### config.mk
export PLATFORM = sky130hd
export DESIGN_NAME = bpq_level_table
export DESIGN_NICKNAME = d
export VERILOG_FILES = /design/src/rtl/core/bucketed_priority_queue_top_assert.svh /design/src/rtl/core/bpq_pkg.sv /design/src/rtl/core/bpq_ram.sv /design/src/rtl/core/bpq_level_table.sv
export SDC_FILE = /design/constraint.sdc
export NUM_CORES = 1
export LEC_CHECK = 0
export BUFFER_PORTS_ARGS = -buffer_cell sky130_fd_sc_hd__buf_4
export CAP_MARGIN = 20
export CORE_MARGIN = 3
export CORE_UTILIZATION = 49
export DETAILED_ROUTE_END_ITERATION = 8
export GPL_TIMING_DRIVEN = 0
export PLACE_DENSITY = 0.68
export SLEW_MARGIN = 5
export SYNTH_ARGS = -nofsm -noshare
export SYNTH_HDL_FRONTEND = slang
export SYNTH_HIERARCHICAL = 1
export SYNTH_SLANG_ARGS = --single-unit
### constraint.sdc
create_clock -name clk -period 3.65 [get_ports clk]
set_input_delay 0.9125 -clock clk [delete_from_list [all_inputs] [get_ports clk]]
set_output_delay 0.9125 -clock clk [all_outputs]
set_load 0.03 [all_outputs]
### src/rtl/core/bucketed_priority_queue_top_assert.svh
// Assertion macros for the bucketed priority queue.
// Included by bucketed_priority_queue_top, which checks its own logic; depends on nothing.
`ifndef BUCKETED_PRIORITY_QUEUE_TOP_ASSERT_SVH
`define BUCKETED_PRIORITY_QUEUE_TOP_ASSERT_SVH

// Same-cycle implication, disabled while reset is high.
`define BPQ_ASSERT_NOW(label, clk, rst, ante, cons, msg) \
  label: assert property (@(posedge clk) disable iff (rst) (ante) |-> (cons)) \
    else $error(msg);

// Next-cycle implication, disabled while reset is high.
`define BPQ_ASSERT_NEXT(label, clk, rst, ante, cons, msg) \
  label: assert property (@(posedge clk) disable iff (rst) (ante) |=> (cons)) \
    else $error(msg);

`endif

### src/rtl/core/bpq_pkg.sv
// Shared types and constants of the bucketed priority queue.
// Used by every module of the block but bpq_ram; depends on nothing.
package bpq_pkg;

  localparam int NUM_LEVELS_DEF  = 16;
  localparam int CAPACITY_DEF    = 256;
  localparam int VALUE_WIDTH_DEF = 32;

  localparam int ELEMENT_W     = 32;
  localparam int LEVEL_FIELD_W = 4;
  localparam int STATUS_W      = 2;

  localparam logic CMD_PUSH = 1'b0;
  localparam logic CMD_POP  = 1'b1;

  localparam logic [STATUS_W-1:0] ST_OK         = 2'd0;
  localparam logic [STATUS_W-1:0] ST_POP_EMPTY  = 2'd1;
  localparam logic [STATUS_W-1:0] ST_PUSH_FULL  = 2'd2;

  typedef enum logic [1:0] {
    OP_PUSH  = 2'd0,
    OP_POP   = 2'd1,
    OP_FULL  = 2'd2,
    OP_EMPTY = 2'd3
  } op_kind_t;

  typedef struct packed {
    logic                        command;
    logic signed [ELEMENT_W-1:0] element;
    logic [LEVEL_FIELD_W-1:0]    priority_req;
  } bpq_cmd_t;

  typedef struct packed {
    logic signed [ELEMENT_W-1:0] popped_value;
    logic [LEVEL_FIELD_W-1:0]    popped_level;
    logic [STATUS_W-1:0]         status;
    logic                        queue_empty;
  } bpq_res_t;

  // Access controls for the level table.
  typedef struct packed {
    logic rd;
    logic wr;
    logic occ_set;
    logic occ_clr;
  } bpq_lvl_op_t;

  // Access controls for the entry store.
  typedef struct packed {
    logic rd;
    logic wr;
    logic alloc;
  } bpq_ent_op_t;

endpackage

### src/rtl/core/bpq_ram.sv
// Generic single-clock RAM with one write port and one registered read port.
// Depends on nothing; read data holds until the next read.
module bpq_ram #(
  parameter int WIDTH = 8,
  parameter int DEPTH = 16
) (
  input  logic                     clk,
  input  logic                     wr_en,
  input  logic [$clog2(DEPTH)-1:0] wr_addr,
  input  logic [WIDTH-1:0]         wr_data,
  input  logic                     rd_en,
  input  logic [$clog2(DEPTH)-1:0] rd_addr,
  output logic [WIDTH-1:0]         rd_data
);

  logic [WIDTH-1:0] mem [DEPTH];

  always_ff @(posedge clk) begin
    if (wr_en) begin
      mem[wr_addr] <= wr_data;
    end
    if (rd_en) begin
      rd_data <= mem[rd_addr];
    end
  end

endmodule

### src/rtl/core/bpq_level_table.sv
// Per-level head pointer and element count, held in one RAM, plus the
// occupancy flags and the lowest-occupied-level search. Depends on bpq_pkg, bpq_ram.
module bpq_level_table #(
  parameter int NUM_LEVELS = bpq_pkg::NUM_LEVELS_DEF,
  parameter int CAPACITY   = bpq_pkg::CAPACITY_DEF
) (
  input  logic                          clk,
  input  logic                          rst,
  input  bpq_pkg::bpq_lvl_op_t          op,
  input  logic [$clog2(NUM_LEVELS)-1:0] addr,
  input  logic [$clog2(CAPACITY)-1:0]   wr_head,
  input  logic [$clog2(CAPACITY+1)-1:0] wr_count,
  output logic [$clog2(CAPACITY)-1:0]   rd_head,
  output logic [$clog2(CAPACITY+1)-1:0] rd_count,
  output logic                          any_occupied,
  output logic [$clog2(NUM_LEVELS)-1:0] first_level
);
  import bpq_pkg::*;

  localparam int LVL_W  = $clog2(NUM_LEVELS);
  localparam int ADDR_W = $clog2(CAPACITY);
  localparam int CNT_W  = $clog2(CAPACITY+1);

  logic [NUM_LEVELS-1:0]   occupied;
  logic                    rd_valid;
  logic [ADDR_W+CNT_W-1:0] ram_rd_data;

  bpq_ram #(
    .WIDTH (ADDR_W + CNT_W),
    .DEPTH (NUM_LEVELS)
  ) u_ram (
    .clk     (clk),
    .wr_en   (op.wr),
    .wr_addr (addr),
    .wr_data ({wr_head, wr_count}),
    .rd_en   (op.rd),
    .rd_addr (addr),
    .rd_data (ram_rd_data)
  );

  // The occupancy flag doubles as the valid bit of a level's RAM row: an
  // unoccupied level reads as count zero.
  always_ff @(posedge clk) begin
    if (rst) begin
      occupied <= '0;
    end else if (op.wr) begin
      if (op.occ_set) begin
        occupied[addr] <= 1'b1;
      end else if (op.occ_clr) begin
        occupied[addr] <= 1'b0;
      end
    end
  end

  always_ff @(posedge clk) begin
    if (op.rd) begin
      rd_valid <= occupied[addr];
    end
  end

  assign rd_head      = ram_rd_data[ADDR_W+CNT_W-1:CNT_W];
  assign rd_count     = rd_valid ? ram_rd_data[CNT_W-1:0] : '0;
  assign any_occupied = |occupied;

  always_comb begin
    first_level = '0;
    for (int i = NUM_LEVELS - 1; i >= 0; i--) begin
      if (occupied[i]) begin
        first_level = LVL_W'(i);
      end
    end
  end

endmodule

# Yosys cells after proc, flatten, opt, wreduce, memory -nomap -nowiden
# Memories as Yosys holds them, arrays and structs flattened. A register that Yosys moved wholly into a read port is not among the register bits.
# Cells that the tools add are included.
[classes]
n_lt_le_gt_ge = 2
bitwise = 3
reduce_logical = 4
n_mux = 25
[ops]
columns = ["op", "count"]
rows = [
  ["$mux W4", 16],
  ["$mux W16", 2],
  ["$and A16 B16 Y16", 1],
  ["$not A16 Y16", 1],
  ["$or A16 B16 Y16", 1],
  ["$reduce_or A16 Y1", 1],
  ["$mux W9", 1],
  ["$lt A4 B5 Y1 const B", 1],
  ["$bmux W1 S4", 1],
  ["$demux W1 S4", 1],
  ["$ge A4 B1 Y1 const B", 1],
  ["$mux W1", 4],
  ["$reduce_and A2 Y1", 1],
  ["$reduce_bool A2 Y1", 1],
  ["$logic_and A1 B1 Y1", 1],
]
[totals]
wordCells = 37
ramBits = 272
reg_bits = 17
mem_count = 1
in_bits = 27
output_inout_bits = 22
[mem_list]
columns = ["name", "words", "word_bits", "read_ports", "rd_clocked_by_memory_dff", "wr", "line", "rtl"]
rows = [
  ["u_ram.mem", 16, 17, 1, 1, 1, "bpq_ram.sv:16", "logic [WIDTH-1:0] mem [DEPTH];"],
]

# Depth between registers and ports, before layout
[logic_depth]
depth_word = 16
mapped_depth = 6
depth_no_buf = 4

# Modules after synthesis
# The synthesis kept the hierarchy.
[by_module_without_submodules]
columns = ["module", "area_per_inst_um2", "cells_per_inst", "seq_area_each_um2", "n_inst"]
rows = [
  ["bpq_ram", 10807.9, 458, 8678.3, 1],
  ["bpq_level_table", 1169.9, 134, 350.3, 1],
]

# Least setup slack after synthesis
# Ideal clock, no wire load.
[synth_timing]
path_type = "input to register"
start = "input addr[2]"
end = "memory u_ram/mem[0][0] in the netlist's numbering (enable)"
cell_stages = 2
required_time_ns = 3.237
path_slack_ns = 0.612
arrival_ns = 2.625
path_buffers = 0
setup_ns = 0.413
path_cell_list = "or3b_2 nor3_1"
[synth_rtl]
columns = ["item", "line", "rtl"]
rows = [
  ["from (decl)", "bpq_level_table.sv:10", "input logic [$clog2(NUM_LEVELS)-1:0] addr,"],
  ["to (decl)", "bpq_ram.sv:16", ""],
]
# No word-level cell before the write port.

==> metrics.csv <==
stage;metric;value;unit
status;status;complete, no violations;
clocking;CTS Root Cell;clkbuf_16;
final_layout;fill cell count;1712;
route;drt pass-1 iters;5;
power_and_ir_drop;Pwr per Cell Area;534;mW/mm^2
placement;RePlAce Congestion;0.814;
sta;Final Hold Fails;0;
floorplan;Die Width;162;microns
power_and_ir_drop;LEAKAGE;4.53;nW
global_routing;grt total ovfl;0;
sta;final setup margin;0.924;ns
route;1st-iter DRT viols;546;
yosys;most used flip-flop cell after synthesis;edfxtp_1;
floorplan;Die Height;162;microns
setup_path;worst setup path category;reg2out;
yosys;Mapped Area;0.0120;sq mm
yosys;syn avg cell area;20.2;sq um
clocking;H-tree levels;1;
clocking;TritonCTS buffer count;29;
yosys;most instantiated cells after synthesis;edfxtp_1 (290), mux4_2 (69), nor2_1 (41);
setup_path;endpoint type of the worst setup path;primary output;
min_path;Hold Crit Class;reg2reg;
power_and_ir_drop;Max IR drop VDD;326;uV
final_layout;n_diodes;0;
floorplan;DIE AREA;0.0264;sq mm
clocking;CTS tree;built;
setup_path;worst reg2reg path depth;3;
setup_path;FF-to-FF Start;u_ram/mem[3][11]$_DFFE_PP_;
final_layout;fraction of layout instances using a drive strength above 1;31.5;%
sta;fin. max-slew vios;0;
yosys;FFs w/ async S/R, synth;0;%
sta;# setup viols final;0;
placement;port bufs;46;
clocking;Clock Tree Buf Depth;3;
global_routing;largest net degree at the start of global routing;19;
final_layout;Final nets;713;
route;WL/cell;24.4;microns
sta;post-route minimum period;2.73;ns
setup_path;Arrival @ worst endpoint;1.81;ns
sta;Min Hold Slack;0.544;ns
yosys;yosys warns;6;
setup_path;Critical Path RT;2.74;ns
placement;Place WS;0.588;ns
min_path;worst hold stages;2;
final_layout;Area growth syn-to-layout;16.9;%
clocking;post-CTS resize count;0;
setup_path;crit-path max FO;5;
setup_path;setup slack, reg-to-reg;2.06;ns
route;final WL;25.1;mm
sta;Max Freq;367;MHz
yosys;cell taking the most area after synthesis;edfxtp_1;
global_routing;initial antenna violation count;0;
clocking;CTS Hold Bufs;0;
yosys;Synth area leaders;edfxtp_1 (73%), mux4_2 (13%), dfxtp_1 (2.7%);
clocking;# clock sinks;306;
clocking;clock slew at reported path FFs;0.06;ns
route;remaining antenna violation count;0;
setup_path;Reg-to-Reg End;u_ram/rd_data[11]$_DFFE_PP_;
sta;RSZ-0062 raised after global routing;no;
global_routing;vias in the first global route;6349;
floorplan;I/O pin count;49;
placement;Post-DP HPWL;16.8;mm
clocking;post-CTS setup buffers;0;
global_routing;first-pass GRT wire length;38.4;mm
yosys;synth unique cells;46;
run;Max Cap Viol;0;
route;total number of vias;6116;
yosys;Yosys top cell area share;72.7;%
yosys;Post-Syn Instances;592;
sta;Worst-Margin Slew;0.921;ns
floorplan;# rows;56;
yosys;Post-synth EDFFs;290;
yosys;count leader, synth;edfxtp_1;
clocking;Clock Latency Late Sink;0.54;ns
floorplan;core footprint;0.0238;sq mm
sta;Worst Skew;0.00682;ns
route;DRC Markers;0;
yosys;Seq/Total Area, Yosys;75.4;%
sta;period utilization;74.7;%
route;routed vias/inst;5.95;
setup_path;critical path startpoint category;flop;
yosys;Net Count, Synth;619;
floorplan;Starting Density;50.4;%
sta;Max transition margin;38.3;%
yosys;Yosys reg bits;306;
global_routing;Total GRT Usage;19.4;%
[kinds of logic after synthesis]
kind of cell | after synthesis | synth area share (%)
simple gates | 111 | 4.85
buf+inv | 34 | 1.64
compound gates | 55 | 3.33
flops | 306 | 75.4
mux | 86 | 14.8
[metrics by stage]
stage               TNS (ns)  std cells  cell area (sq um)  total power, mW  util [%]
finish                     0       1028              14000             7.47      59.0
global route               0       1028              14000             7.71      59.0
CTS                        0       1028              14000             7.54      59.0
detailed placement         0        974              13000             4.49      54.8
global placement      -28.46        957              12700             4.46      53.6
floorplan                  0        592              12000             4.28         -
[registers in the layout, summed over array words and instances, names as in the netlist, named ones only]
name           cells
rd_valid           1
u_ram/mem        272
u_ram/rd_data     17
[power by group]
part	internal, mW	switching, mW
clock network	1.81	1.25
registers	3.93	0.0223
logic	0.182	0.280
[worst max-delay path, cell delays in order, from the launching register on]
cell and delay [ns]:
dfxtp_1 0.35, nor2_1 0.21, o31ai_1 0.11, a211oi_1 0.29
o32ai_1 0.14, buf_4 0.18
[worst max path at each step]
stage | from | endpoint | cells past startpoint
final | flop | first_level[1] | 5
after floorplan | addr[2] | u_ram/mem[0][0]$_DFFE_PP_ | 2
after global placement | addr[2] | u_ram/mem[0][8]$_DFFE_PP_ | 3
after CTS | flop | first_level[1] | 5
after global routing | flop | first_level[1] | 5
after detailed placement | addr[1] | u_ram/rd_data[7]$_DFFE_PP_ | 6
[cell usage in the layout, fill, tap and decap left out, types with 4 or more instances in the layout]
cell type / Yosys / routed
edfxtp_1: 290 / 290
mux4_2: 69 / 69
buf_4: 1 / 50
a22oi_1: 34 / 34
nor2_1: 41 / 29
clkbuf_16: 0 / 29
nand2_1: 25 / 25
clkbuf_1: 12 / 16
dfxtp_1: 16 / 16
mux2i_1: 14 / 14
nor2_2: 0 / 12
and2_1: 10 / 10
buf_2: 9 / 9
buf_8: 2 / 9
a21oi_1: 8 / 8
buf_6: 4 / 8
clkinv_1: 0 / 8
nor4_2: 7 / 7
nor3_2: 1 / 5
bufinv_16: 0 / 5
nor3_1: 8 / 4
clkinv_2: 0 / 4
[cell type report]
cell class	count	area, sq um	share of cell area, %
inverter	4	15.0	0.107
clock inverter	21	236	1.69
sequential	306	9030	64.5
clock buffer	33	741	5.29
multi-input combinational	252	2800	20.0
tap	319	399	2.85
buffer	30	181	1.30
timing repair buffer	63	601	4.29
[routing by layer]
layer  GRT usage, %  vias to the layer above  part of all wire, %
met5              0                        -                    0
li1               -                     2630                    -
met2           32.3                      209                   50
met1           27.1                     3233                   42
met4           4.92                        0                  2.1
met3           3.46                       44                  6.0
Power figures use the tool's default switching activity.
